==> src/hw/rtl/dvr_pkg.sv <==
// ----------------------------------------------------------------------------
// dvr_pkg
// Shared types, codes and constants for the distance-vector route table.
// ----------------------------------------------------------------------------
package dvr_pkg;

  localparam int TABLE_NODES = 4;   // storage is always 4 x 4
  localparam int NODE_W      = 2;
  localparam int COST_W      = 16;
  localparam int IN_COST_W   = 14;
  localparam int HOP_W       = 3;
  localparam int CNT_W       = 16;
  localparam int NODES_DEF   = 4;
  localparam int ADDR_W      = 4;
  localparam int DATA_W      = 32;

  localparam logic [COST_W-1:0] CRASH_COST = 16'd9999;
  localparam logic [COST_W-1:0] INIT_COST  = 16'd999;
  localparam logic [COST_W-1:0] SUM_MAX    = 16'hFFFF;
  localparam logic [HOP_W-1:0]  NO_HOP     = 3'd4;

  // action codes
  localparam logic [2:0] ACT_VECTOR = 3'd0;
  localparam logic [2:0] ACT_LINK   = 3'd1;
  localparam logic [2:0] ACT_REMOTE = 3'd2;
  localparam logic [2:0] ACT_CRASH  = 3'd3;
  localparam logic [2:0] ACT_QUERY  = 3'd4;
  localparam logic [2:0] ACT_PKTS   = 3'd5;

  // register indexes
  localparam logic [1:0] REG_SELF_ID  = 2'd0;
  localparam logic [1:0] REG_ACTIVE   = 2'd1;
  localparam logic [1:0] REG_NBR_MASK = 2'd2;

  typedef logic [TABLE_NODES-1:0][COST_W-1:0] cost_row_t;

  localparam cost_row_t INIT_ROW = {TABLE_NODES{INIT_COST}};

  typedef struct packed {
    logic [2:0]           action;
    logic [NODE_W-1:0]    node_id;
    logic [IN_COST_W-1:0] link_cost;
    logic [IN_COST_W-1:0] cost_0;
    logic [IN_COST_W-1:0] cost_1;
    logic [IN_COST_W-1:0] cost_2;
    logic [IN_COST_W-1:0] cost_3;
  } in_beat_t;

  typedef struct packed {
    logic [HOP_W-1:0]  next_hop;
    logic [COST_W-1:0] route_cost;
    logic [CNT_W-1:0]  packet_count;
  } out_beat_t;

  typedef struct packed {
    logic              en;
    logic [NODE_W-1:0] addr;
    cost_row_t         data;
  } row_wr_t;

  function automatic logic [COST_W-1:0] sat_add(input logic [COST_W-1:0] a,
                                                input logic [COST_W-1:0] b);
    logic [COST_W:0] s;
    s = {1'b0, a} + {1'b0, b};
    return s[COST_W] ? SUM_MAX : s[COST_W-1:0];
  endfunction

endpackage

==> src/hw/rtl/dvr_row_mem.sv <==
// ----------------------------------------------------------------------------
// dvr_row_mem
// Cost table: one row per node, two registered read ports, one write port.
// Rows never written since reset read back as all 999.
// ----------------------------------------------------------------------------
module dvr_row_mem (
  input  logic                      clk,
  input  logic                      rst_n,
  input  logic [dvr_pkg::NODE_W-1:0] rd_a_addr,
  input  logic [dvr_pkg::NODE_W-1:0] rd_b_addr,
  output dvr_pkg::cost_row_t        rd_a_data,
  output dvr_pkg::cost_row_t        rd_b_data,
  input  dvr_pkg::row_wr_t          wr
);

  dvr_pkg::cost_row_t mem [dvr_pkg::TABLE_NODES];
  dvr_pkg::cost_row_t rd_a_r;
  dvr_pkg::cost_row_t rd_b_r;
  logic [dvr_pkg::TABLE_NODES-1:0] vld_r;
  logic rd_a_vld_r;
  logic rd_b_vld_r;

  always_ff @(posedge clk) begin
    if (wr.en) begin
      mem[wr.addr] <= wr.data;
    end
    rd_a_r <= mem[rd_a_addr];
    rd_b_r <= mem[rd_b_addr];
  end

  always_ff @(posedge clk) begin
    if (!rst_n) begin
      vld_r      <= '0;
      rd_a_vld_r <= 1'b0;
      rd_b_vld_r <= 1'b0;
    end else begin
      if (wr.en) begin
        vld_r[wr.addr] <= 1'b1;
      end
      rd_a_vld_r <= vld_r[rd_a_addr];
      rd_b_vld_r <= vld_r[rd_b_addr];
    end
  end

  assign rd_a_data = rd_a_vld_r ? rd_a_r : dvr_pkg::INIT_ROW;
  assign rd_b_data = rd_b_vld_r ? rd_b_r : dvr_pkg::INIT_ROW;

endmodule

==> src/hw/rtl/distance_vector_route_table_top.sv <==
// ----------------------------------------------------------------------------
// distance_vector_route_table_top
// Distance-vector route table with Bellman-Ford relaxation of the own row.
// ----------------------------------------------------------------------------
// Usage:
//   Items enter on in_data when start is high and busy is low. Each item
//   gives exactly one result beat on out_data, flagged by out_strobe for a
//   single cycle; the receiver must take it then, there is no backpressure.
//   Configuration (self_id, active_nodes, neighbor_mask) goes through the
//   APB port at byte addresses 0, 4, 8 while the block is idle.
// Timing:
//   The accepting edge reads the own row and the addressed node's row from
//   the row memory. The next cycle relaxes the four lanes and writes the own
//   row; the result strobe follows in the cycle after that. A vector or a
//   crash notice for a node other than self also writes the sender's row,
//   which uses an extra WB state on the single memory write port. Busy is
//   high in EXEC and WB, so an item is taken only once the last is done.
// Reset:
//   Clears control state; the cost table reads 999 everywhere through
//   per-row valid bits, so no clearing pass is needed after reset.
// ----------------------------------------------------------------------------
module distance_vector_route_table_top #(
  parameter int NODES = dvr_pkg::NODES_DEF
) (
  input  logic                        clk,
  input  logic                        rst_n,
  // command channel
  input  logic                        start,
  output logic                        busy,
  input  dvr_pkg::in_beat_t           in_data,
  // result channel
  output logic                        out_strobe,
  output dvr_pkg::out_beat_t          out_data,
  // configuration
  input  logic                        psel,
  input  logic                        penable,
  input  logic                        pwrite,
  input  logic [dvr_pkg::ADDR_W-1:0]  paddr,
  input  logic [dvr_pkg::DATA_W-1:0]  pwdata,
  output logic [dvr_pkg::DATA_W-1:0]  prdata,
  output logic                        pready
);

  typedef enum logic [1:0] {ST_IDLE, ST_EXEC, ST_WB} state_t;

  state_t state_r, state_nxt;

  logic [1:0] self_id_r;
  logic [2:0] active_nodes_r;
  logic [3:0] neighbor_mask_r;

  dvr_pkg::in_beat_t  item_r;
  logic [dvr_pkg::NODE_W-1:0] me_r;
  dvr_pkg::cost_row_t snd_row_r, snd_row_nxt;

  logic [dvr_pkg::HOP_W-1:0] hop_r   [dvr_pkg::TABLE_NODES];
  logic [dvr_pkg::HOP_W-1:0] hop_nxt [dvr_pkg::TABLE_NODES];
  logic [dvr_pkg::CNT_W-1:0] update_count_r, update_count_nxt;

  logic               out_strobe_r, out_strobe_nxt;
  dvr_pkg::out_beat_t out_data_r, out_data_nxt;

  logic [dvr_pkg::NODE_W-1:0] rd_a_addr, rd_b_addr;
  dvr_pkg::cost_row_t own_old, snd_old;
  dvr_pkg::row_wr_t   row_wr;

  logic accept;
  logic cfg_write;
  logic [2:0] used_n;

  // EXEC datapath
  dvr_pkg::cost_row_t vec_row, snd_new, own_base, own_new, own_lc, scan_row;
  logic [dvr_pkg::COST_W-1:0] cand [dvr_pkg::TABLE_NODES];
  logic [dvr_pkg::TABLE_NODES-1:0] improve;
  logic [dvr_pkg::NODE_W-1:0] nd;
  logic self_hit;
  logic scan_found;
  logic [dvr_pkg::NODE_W-1:0] scan_tgt;
  logic snd_wr_need;

  assign accept    = start && (state_r == ST_IDLE);
  assign busy      = (state_r != ST_IDLE);
  assign cfg_write = psel && penable && pwrite && pready;
  assign pready    = 1'b1;
  assign used_n    = (active_nodes_r > 3'(NODES)) ? 3'(NODES) : active_nodes_r;

  // --------------------------------------------------------------------------
  // configuration registers
  // --------------------------------------------------------------------------
  always_ff @(posedge clk) begin
    if (!rst_n) begin
      self_id_r       <= 2'd0;
      active_nodes_r  <= 3'd4;
      neighbor_mask_r <= 4'd0;
    end else if (cfg_write) begin
      case (paddr[3:2])
        dvr_pkg::REG_SELF_ID:  self_id_r       <= pwdata[1:0];
        dvr_pkg::REG_ACTIVE:   active_nodes_r  <= pwdata[2:0];
        dvr_pkg::REG_NBR_MASK: neighbor_mask_r <= pwdata[3:0];
        default: ;
      endcase
    end
  end

  always_comb begin
    case (paddr[3:2])
      dvr_pkg::REG_SELF_ID:  prdata = {30'd0, self_id_r};
      dvr_pkg::REG_ACTIVE:   prdata = {29'd0, active_nodes_r};
      dvr_pkg::REG_NBR_MASK: prdata = {28'd0, neighbor_mask_r};
      default:               prdata = '0;
    endcase
  end

  // --------------------------------------------------------------------------
  // row memory
  // --------------------------------------------------------------------------
  assign rd_a_addr = self_id_r;
  assign rd_b_addr = in_data.node_id;

  dvr_row_mem u_row_mem (
    .clk       (clk),
    .rst_n     (rst_n),
    .rd_a_addr (rd_a_addr),
    .rd_b_addr (rd_b_addr),
    .rd_a_data (own_old),
    .rd_b_data (snd_old),
    .wr        (row_wr)
  );

  // --------------------------------------------------------------------------
  // relaxation lanes
  // --------------------------------------------------------------------------
  assign nd       = item_r.node_id;
  assign self_hit = (nd == me_r);

  always_comb begin
    vec_row[0] = dvr_pkg::COST_W'(item_r.cost_0);
    vec_row[1] = dvr_pkg::COST_W'(item_r.cost_1);
    vec_row[2] = dvr_pkg::COST_W'(item_r.cost_2);
    vec_row[3] = dvr_pkg::COST_W'(item_r.cost_3);

    // sender row after the store / crash fill of used lanes
    for (int i = 0; i < dvr_pkg::TABLE_NODES; i++) begin
      snd_new[i] = snd_old[i];
      if (3'(i) < used_n) begin
        if (item_r.action == dvr_pkg::ACT_VECTOR) begin
          snd_new[i] = vec_row[i];
        end else if (item_r.action == dvr_pkg::ACT_CRASH) begin
          snd_new[i] = dvr_pkg::CRASH_COST;
        end
      end
    end

    own_base = self_hit ? snd_new : own_old;

    // vector: min over each lane through the sender
    for (int i = 0; i < dvr_pkg::TABLE_NODES; i++) begin
      cand[i]    = dvr_pkg::sat_add(own_base[nd], snd_new[i]);
      improve[i] = (3'(i) < used_n) && (cand[i] < own_base[i]);
    end

    // link set, remote change base
    own_lc     = own_base;
    own_lc[nd] = dvr_pkg::COST_W'(item_r.link_cost);
    scan_row   = self_hit ? own_lc : snd_old;

    // highest-numbered node that is neither a neighbor nor self
    scan_found = 1'b0;
    scan_tgt   = '0;
    for (int k = NODES - 1; k >= 0; k--) begin
      if (!scan_found && !neighbor_mask_r[k] && (dvr_pkg::NODE_W'(k) != me_r)) begin
        scan_found = 1'b1;
        scan_tgt   = dvr_pkg::NODE_W'(k);
      end
    end

    own_new = own_base;
    case (item_r.action)
      dvr_pkg::ACT_VECTOR: begin
        for (int i = 0; i < dvr_pkg::TABLE_NODES; i++) begin
          if (improve[i]) begin
            own_new[i] = cand[i];
          end
        end
      end
      dvr_pkg::ACT_LINK: own_new = own_lc;
      dvr_pkg::ACT_REMOTE: begin
        own_new = own_lc;
        if (scan_found) begin
          own_new[scan_tgt] = dvr_pkg::sat_add(own_lc[nd], scan_row[scan_tgt]);
        end
      end
      dvr_pkg::ACT_CRASH: own_new[nd] = dvr_pkg::CRASH_COST;
      default: ;
    endcase

    snd_wr_need = ((item_r.action == dvr_pkg::ACT_VECTOR) ||
                   (item_r.action == dvr_pkg::ACT_CRASH)) && !self_hit;
  end

  // write port: own row in EXEC, sender row in WB
  always_comb begin
    row_wr.en   = 1'b0;
    row_wr.addr = me_r;
    row_wr.data = own_new;
    if (state_r == ST_EXEC) begin
      row_wr.en = (item_r.action inside {dvr_pkg::ACT_VECTOR, dvr_pkg::ACT_LINK,
                                         dvr_pkg::ACT_REMOTE, dvr_pkg::ACT_CRASH});
    end else if (state_r == ST_WB) begin
      row_wr.en   = 1'b1;
      row_wr.addr = nd;
      row_wr.data = snd_row_r;
    end
  end

  // --------------------------------------------------------------------------
  // control
  // --------------------------------------------------------------------------
  always_comb begin
    state_nxt        = state_r;
    hop_nxt          = hop_r;
    update_count_nxt = update_count_r;
    out_strobe_nxt   = 1'b0;
    out_data_nxt     = '0;
    snd_row_nxt      = snd_new;

    case (state_r)
      ST_IDLE: begin
        if (accept) begin
          state_nxt = ST_EXEC;
        end
      end
      ST_EXEC: begin
        out_strobe_nxt = 1'b1;
        state_nxt      = snd_wr_need ? ST_WB : ST_IDLE;
        case (item_r.action)
          dvr_pkg::ACT_VECTOR: begin
            for (int i = 0; i < dvr_pkg::TABLE_NODES; i++) begin
              if (improve[i]) begin
                hop_nxt[i] = dvr_pkg::HOP_W'(nd);
              end
            end
            update_count_nxt = update_count_r + 1'b1;
          end
          dvr_pkg::ACT_LINK: hop_nxt[nd] = dvr_pkg::HOP_W'(nd);
          dvr_pkg::ACT_REMOTE: begin
            hop_nxt[nd] = dvr_pkg::HOP_W'(nd);
            if (scan_found) begin
              hop_nxt[scan_tgt] = dvr_pkg::HOP_W'(nd);
            end
            update_count_nxt = update_count_r + 1'b1;
          end
          dvr_pkg::ACT_QUERY: begin
            out_data_nxt.next_hop   = hop_r[nd];
            out_data_nxt.route_cost = own_old[nd];
          end
          dvr_pkg::ACT_PKTS: begin
            out_data_nxt.packet_count = update_count_r;
            update_count_nxt          = '0;
          end
          default: ;
        endcase
      end
      ST_WB: begin
        state_nxt = ST_IDLE;
      end
      default: state_nxt = ST_IDLE;
    endcase
  end

  always_ff @(posedge clk) begin
    if (!rst_n) begin
      state_r        <= ST_IDLE;
      out_strobe_r   <= 1'b0;
      out_data_r     <= '0;
      update_count_r <= '0;
      hop_r[0]       <= '0;
      for (int i = 1; i < dvr_pkg::TABLE_NODES; i++) begin
        hop_r[i] <= dvr_pkg::NO_HOP;
      end
    end else begin
      state_r        <= state_nxt;
      out_strobe_r   <= out_strobe_nxt;
      out_data_r     <= out_data_nxt;
      update_count_r <= update_count_nxt;
      hop_r          <= hop_nxt;
    end
  end

  always_ff @(posedge clk) begin
    if (accept) begin
      item_r <= in_data;
      me_r   <= self_id_r;
    end
    if (state_r == ST_EXEC) begin
      snd_row_r <= snd_row_nxt;
    end
  end

  assign out_strobe = out_strobe_r;
  assign out_data   = out_data_r;

endmodule
==> config.mk <==
export PLATFORM = sky130hd
export DESIGN_NAME = distance_vector_route_table_top
export DESIGN_NICKNAME = d
export VERILOG_FILES = /design/src/hw/rtl/dvr_pkg.sv /design/src/hw/rtl/dvr_row_mem.sv /design/src/hw/rtl/distance_vector_route_table_top.sv
export SDC_FILE = /design/constraint.sdc
export NUM_CORES = 1
export LEC_CHECK = 0
export BUFFER_PORTS_ARGS = -buffer_cell sky130_fd_sc_hd__buf_2
export CORE_MARGIN = 1.5
export CORE_UTILIZATION = 40
export CTS_BUF_LIST = sky130_fd_sc_hd__clkbuf_8 sky130_fd_sc_hd__clkbuf_16
export CTS_CLUSTER_DIAMETER = 30
export DETAILED_ROUTE_END_ITERATION = 16
export PLACE_DENSITY = 0.65
export SLEW_MARGIN = 10
export SYNTH_ARGS = -nofsm -noshare
export SYNTH_HDL_FRONTEND = slang
export SYNTH_HIERARCHICAL = 1
export SYNTH_SLANG_ARGS = --single-unit
==> constraint.sdc <==
create_clock -name clk -period 19.6 [get_ports clk]
set_input_delay 1.96 -clock clk [delete_from_list [all_inputs] [get_ports clk]]
set_output_delay 1.96 -clock clk [all_outputs]
set_load 0.05 [all_outputs]
==> results.sh, run 1 <==
export IMPL_vias=27000
export IMPL_tritoncts="done"
export IMPL_global_route_overflow_total=0
export IMPL_first_iter_violations=3477
export IMPL_ys_warn_count=6
export IMPL_r2r_end="u_row_mem/mem[3][20]$_DFFE_PP_"
export IMPL_yosysUniqueCellTypes=87
export IMPL_grt_util_all_layers_pct=28.5
export IMPL_timing_slew_headroom_pct=20.7
export IMPL_worst_slew_pin_transition_ns=1.18
export IMPL_power_leakage_nw=14.9
export IMPL_drive_gt1_share_pct=18.8
export IMPL_mappedNetlistArea_um2=33700
export IMPL_power_density_nw_per_um2=109
export IMPL_grt_antenna_before_repair=6
export IMPL_critical_path_max_fanout=18
export IMPL_setup_viol=0
export IMPL_post_cts_resized=0
export IMPL_ant_nets=0
export IMPL_chipWidth_um=293
export IMPL_start_util_pct=40.4
export IMPL_syn_instance_count=3074
export IMPL_worst_setup_path_start_kind="flop"
export IMPL_postSynth_asyncResetShare_pct=0
export IMPL_die_area_um2=86100
export IMPL_outcome="finished clean"
export IMPL_nNetsFinal=3452
export IMPL_multiInputGateArea_um2=16200
export IMPL_worstSetupStartpoint="item_r[72]$_DFFE_PP_"
export IMPL_drcViolationCount=0
export IMPL_arrival_ns=11.07
export IMPL_portBuffers=127
export IMPL_synth_area_per_cell_um2=11.0
export IMPL_synth_flop_cell="edfxtp_1"
export IMPL_clk_pin_slew_ns=0.05
export IMPL_num_io_pins=187
export IMPL_drt_pass1_iter_count=7
export IMPL_htree_levels=3
export IMPL_p_total_mw=4.30
export IMPL_postCtsSetupBuffers=0
export IMPL_cts_buffer_depth=3
export IMPL_routed_wl_um=124000
export IMPL_finalWorstPathRequiredPeriod_ns=10.66
export IMPL_route_detailed_wl_per_inst_um=28.4
export IMPL_hold_buffers=0
export IMPL_die_y_um=293
export IMPL_wire_length_of_the_first_global_routing_pass_um=178000
export IMPL_clk_root_buffer_cell="clkbuf_16"
export IMPL_timing_worst_setup_path_type="reg2reg"
export IMPL_max_freq_mhz=93.8
export IMPL_finalSetupTns_ns=0
export IMPL_final_hold_worst_slack_ns=0.476
export IMPL_cts_buffers=119
export IMPL_worst_ep_required_time_ns=20.01
export IMPL_final_max_slew_viol_count=0
export IMPL_largest_net_degree_at_the_start_of_global_routing=88
export IMPL_clock_latency_ns=0.70
export IMPL_hold_class="reg2reg"
export IMPL_placementRows=106
export IMPL_ff_latch_area_um2=16100
export IMPL_number_of_enable_flip_flop_cells_after_synthesis=397
export IMPL_reg2reg_slack_ns=8.94
export IMPL_drv_max_cap_violation_count=0
export IMPL_worst_clock_skew_ns=0.0373
export IMPL_timing_hold_violations_final=0
export IMPL_layout_area_overhead_vs_synth_pct=17.4
export IMPL_detail_route_vias_per_cell=6.17
export IMPL_synth_seq_cells=606
export IMPL_number_of_global_route_vias_before_repair=25400
export IMPL_peakVddDrop_mv=0.0765
export IMPL_capturing_instance_or_port_of_the_critical_path="u_row_mem/mem[3][20]$_DFFE_PP_"
export IMPL_rr_worst_depth=24
export IMPL_final_min_period_over_clock_period_pct=54.4
export IMPL_coreArea_um2=83600
export IMPL_nFillCells=7629
export IMPL_crit_path_end_kind="flop"
export IMPL_worstReg2RegStart="item_r[72]$_DFFE_PP_"
export IMPL_clock_sink_count=606
export IMPL_rsz_0062_raised_after_global_routing="no"
export IMPL_dpl_hpwl_um=90000
export IMPL_weighted_congestion_at_the_end_of_routability_driven_global_placement=1.03
export IMPL_synth_seq_area_share_pct=47.8
per-layer routing:
metal / wire [um] / track usage (%) / vias to the layer above
met5: 15 / 0 / -
met4: 7660 / 15.8 / 2
met3: 12600 / 6.01 / 383
li1: - / - / 11800
met2: 53000 / 42.0 / 1697
met1: 50900 / 39.0 / 13200
placed cells by master (no fill, tap or decap), drive strengths merged, types with 15 or more instances in the layout:
cell      n
edfxtp  397
nor2    248
nand2   219
a21oi   218
dfxtp   209
o21ai   188
buf     188
inv     177
mux4    162
ha      141
a211oi  132
clkbuf  129
nand2b  117
and2     94
nor2b    38
nor3     38
clkinv   36
o22ai    34
xor2     33
a221oi   32
conb     31
xnor2    29
a21o     27
o211ai   25
a22oi    24
a31oi    23
mux2i    23
nand3    22
or2      18
o21a     17
nor4     17
and3     16
or3      15
sequential cells by signal, summed over array words and instances, names as in the netlist:
register	flops
state_r	2
rd_a_addr	2
me_r	2
u_row_mem/rd_b_r	64
nd	2
snd_row_r	64
hop_r	12
out_data	35
out_strobe	1
neighbor_mask_r	4
item_r	73
u_row_mem/rd_b_vld_r	1
u_row_mem/vld_r	4
update_count_r	16
u_row_mem/mem	256
u_row_mem/rd_a_r	64
active_nodes_r	3
u_row_mem/rd_a_vld_r	1
Yosys cell counts (15+ instances only):
library cell  number  area, um2
nor3_1            35        175
xnor2_1           29        254
mux4_2           162       3650
nor4_1            17        106
dfxtp_1          209       4180
and2_1            94        588
a21o_1            27        203
o21a_1            17        128
inv_1            140        526
nor2b_1           38        238
nand3_1           22        110
nand2b_1         117        732
a31oi_1           23        144
and3_1            16        100
nor2_1           248        931
a21oi_1          217       1090
o211ai_1          25        188
ha_1             141       1760
a221oi_1          31        272
o22ai_1           34        213
buf_4             31        233
mux2i_1           23        230
a22oi_1           24        180
nand2_1          219        822
buf_2             22        110
clkbuf_1         148        556
xor2_1            33        289
a211oi_1         131        983
or2_2             15       93.8
o21ai_0          182        911
or3_1             15       93.8
edfxtp_1         397      11900
worst max-delay path, stage by stage, from the launching register on:
cell and delay (ns):
edfxtp_1 0.68, xor2_1 0.26, buf_4 0.22, nor3_2 0.80, o22ai_1 0.23, o21ai_0 0.65
o21ai_0 0.15, o21ai_0 0.93, ha_1 0.44, nor2b_1 0.21, o31a_1 0.29, o21ai_1 0.23
a2111oi_0 0.19, a2111oi_2 0.99, o21ai_0 0.33, ha_1 0.42, nand2_1 0.05, o21ai_0 0.54
a41oi_1 0.21, nor3_1 0.42, o2111ai_1 0.19, a21oi_2 0.59, or2_1 0.61, o21ai_0 0.17
a211oi_1 0.57
cells by family after synthesis:
group / after synthesis / synth area share (%)
XOR/XNOR: 62 / 1.61
AND/OR/NAND/NOR: 874 / 12.7
flip-flops: 606 / 47.8
other: 2 / 0.0223
buffers and inverters: 363 / 4.78
adder cells (fa/ha/maj): 146 / 5.53
multiplexers: 190 / 11.7
AO/OA/AOI/OAI: 831 / 15.9
area by class of cell:
type                            instances  share of cell area [%]
Sequential cell                       606                    40.7
Antenna cell                            1                 0.00632
Tap cell                             1080                    3.41
Clock inverter                         98                    2.91
Timing Repair Buffer                  188                    2.78
Multi-Input combinational cell       2134                    40.9
Inverter                              140                    1.33
Clock buffer                          129                    7.93
report_power, final:
group | total, mW | switching, mW | internal [mW]
registers | 1.46 | 0.0301 | 1.43
clock network | 2.10 | 0.764 | 1.33
logic | 0.740 | 0.499 | 0.241
total | 4.30 | 1.29 | 3.00
worst min-delay path by stage:
stage,from,to,cells past startpoint
2_1_floorplan,hop_r[7]$_SDFFE_PN0P_,hop_r[7]$_SDFFE_PN0P_,2
3_3_place_gp,hop_r[5]$_SDFFE_PN1P_,hop_r[5]$_SDFFE_PN1P_,2
3_5_place_dp,hop_r[5]$_SDFFE_PN1P_,hop_r[5]$_SDFFE_PN1P_,2
4_1_cts,hop_r[5]$_SDFFE_PN1P_,hop_r[5]$_SDFFE_PN1P_,2
5_1_grt,hop_r[5]$_SDFFE_PN1P_,hop_r[5]$_SDFFE_PN1P_,2
6_report,hop_r[5]$_SDFFE_PN1P_,hop_r[5]$_SDFFE_PN1P_,2
metrics by stage:
step	area (um2)	worst slack, ns	instances	utilization [%]
after global placement	35300	9.44	4148	42.2
final	39600	8.94	4376	47.4
after global routing	39600	8.40	4375	47.4
after detailed placement	35300	9.42	4148	42.2
after CTS	39600	9.34	4375	47.4
after floorplan	33800	10.24	3103	-
Note: power is estimated with default switching activity, not from simulation.
==> run 2: changes to the inputs <==
clock period = 11.1 ns   (was 19.6 ns; I/O delays follow)
==> run 2 against run 1 <==
  * Routed wire length fell by 2.0%
  * Core utilization about the same
  * Sequential power up 77%
  * Total power up 77%
  * Die area did not move
  * Combinational power increased by 76%
  * Count of clock-buffer cells in the layout fell by 7
  * Hold slack about the same
  * Clock skew grew 0.0096 ns
==> results.sh, run 2 (synthesis gave the netlist of run 1 again) <==
export IMPL_worst_clock_skew_ns=0.0469
export IMPL_setup_viol=0
export IMPL_number_of_global_route_vias_before_repair=24700
export IMPL_postLayoutCellArea_um2=39600
export IMPL_routed_wl_um=122000
export IMPL_cp_top_family="compound AO/OA/AOI/OAI gates"
export IMPL_rsz_0062_raised_after_global_routing="no"
export IMPL_cts_buffers=117
export IMPL_drive_gt1_share_pct=18.9
export IMPL_hold_buffers=0
export IMPL_cts_buffer_depth=3
export IMPL_worst_setup_path_start_kind="flop"
export IMPL_layout_area_overhead_vs_synth_pct=17.3
export IMPL_nNetsFinal=3459
export IMPL_final_max_slew_viol_count=0
export IMPL_dpl_hpwl_um=89900
export IMPL_placed_area_um2=35400
export IMPL_tritoncts="done"
export IMPL_grtUsageMet3_pct=4.85
export IMPL_critical_path_n_buffers_inverters=3
export IMPL_worst_ep_required_time_ns=11.48
export IMPL_clock_latency_ns=0.70
export IMPL_grt_antenna_before_repair=3
export IMPL_detail_route_vias_per_cell=6.13
export IMPL_power_density_nw_per_um2=192
export IMPL_first_iter_violations=3210
export IMPL_htree_levels=3
export IMPL_ant_nets=0
export IMPL_timing_worst_setup_path_type="reg2reg"
export IMPL_timing_slew_headroom_pct=17.1
export IMPL_outcome="finished clean"
export IMPL_route_detailed_wl_per_inst_um=27.8
export IMPL_die_area_um2=86100
export IMPL_coreArea_um2=83600
export IMPL_finalSetupTns_ns=0
export IMPL_timing_hold_violations_final=0
export IMPL_clock_sink_count=606
export IMPL_vias=26900
export IMPL_largest_register_ff_count=256
export IMPL_p_total_mw=7.59
export IMPL_hold_class="reg2reg"
export IMPL_num_io_pins=187
export IMPL_finalWorstPathRequiredPeriod_ns=9.78
export IMPL_drt_pass1_iter_count=6
export IMPL_critical_path_max_fanout=18
export IMPL_clk_pin_slew_ns=0.05
export IMPL_placementRows=106
export IMPL_start_util_pct=40.4
export IMPL_grt_util_all_layers_pct=27.8
export IMPL_grtUsageMet2_pct=41.1
export IMPL_arrival_ns=10.15
export IMPL_worst_slew_pin_transition_ns=1.23
export IMPL_chipWidth_um=293
export IMPL_mostFrequentLayoutCell="edfxtp_1"
export IMPL_die_y_um=293
export IMPL_peakVddDrop_mv=0.140
export IMPL_largest_registers="u_row_mem/mem x256, item_r x73"
export IMPL_portBuffers=127
export IMPL_power_leakage_nw=14.9
export IMPL_crit_path_end_kind="flop"
export IMPL_postCtsSetupBuffers=0
export IMPL_timing_critical_path_slowest_cell_delay_ns=0.80
export IMPL_worst_path_max_delay_cell="edfxtp_1"
export IMPL_wire_length_of_the_first_global_routing_pass_um=174000
export IMPL_hold_path_startpoint="hop_r[4]$_SDFFE_PN0P_"
export IMPL_largest_net_degree_at_the_start_of_global_routing=69
export IMPL_finalWorstSetupSlack_ns=1.32
export IMPL_place_worst_setup_slack_ns=1.84
export IMPL_regMostFlops="u_row_mem/mem"
export IMPL_final_min_period_over_clock_period_pct=88.1
export IMPL_weighted_congestion_at_the_end_of_routability_driven_global_placement=1.03
export IMPL_most_used_routing_layer_in_global_routing="met2"
export IMPL_grt_use_met1_pct=39.2
export IMPL_worstReg2RegStart="item_r[72]$_DFFE_PP_"
export IMPL_drv_max_cap_violation_count=0
export IMPL_clk_root_buffer_cell="clkbuf_16"
export IMPL_layout_common_cells="edfxtp_1, nor2_1, nand2_1"
export IMPL_global_route_overflow_total=0
export IMPL_worstSetupStartpoint="item_r[72]$_DFFE_PP_"
export IMPL_drcViolationCount=0
export IMPL_post_cts_resized=0
export IMPL_max_freq_mhz=102
==> run 2: final cells by class <==
cell class | instances | area [um2]
Antenna cell | 1 | 2.50
Clock buffer | 122 | 3020
Multi-Input combinational cell | 2134 | 16200
Inverter | 140 | 526
Tap cell | 1080 | 1350
Fill cell | 7558 | 44000
Clock inverter | 101 | 1180
Sequential cell | 606 | 16100
Timing Repair Buffer | 197 | 1170
==> run 2: worst paths after layout <==
path / end / slack, ns / cells past startpoint
hold reg to reg: hop_r[4]$_SDFFE_PN0P_ / 0.48 / 2
hold / removal: hop_r[4]$_SDFFE_PN0P_ / 0.48 / 2
setup reg to reg: u_row_mem/mem[0][28]$_DFFE_PP_ / 1.32 / 26
setup / recovery: u_row_mem/mem[0][28]$_DFFE_PP_ / 1.32 / 26
==> run 2: tightest hold or removal path, delay by kind of cell (launching register included) <==
family | cells | cell delay, ns
and+or+nand+nor | 1 | 0.06
DFF | 1 | 0.30
AOI/OAI and AO/OA | 1 | 0.07
==> run 2: layer usage <==
| metal | vias up | part of all wire, % |
|---|---|---|
| li1 | 11800 | - |
| met1 | 13100 | 42 |
| met2 | 1622 | 43 |
| met3 | 323 | 9.3 |
| met4 | 4 | 5.5 |
| met5 | - | 0.088 |
==> run 2: metrics by stage <==
| stage | hold WS [ns] | util, % | cells |
|---|---|---|---|
| global placement | 0.450 | 42.3 | 4157 |
| floorplan | 0.435 | - | 3103 |
| finish | 0.475 | 47.3 | 4381 |
| detailed placement | 0.459 | 42.3 | 4157 |
| CTS | 0.466 | 47.3 | 4380 |
| global route | 0.500 | 47.3 | 4380 |
==> run 2: power by group <==
group          internal (mW)  switching, mW
sequential              2.52         0.0522
combinational          0.430          0.874
clock                   2.43           1.28
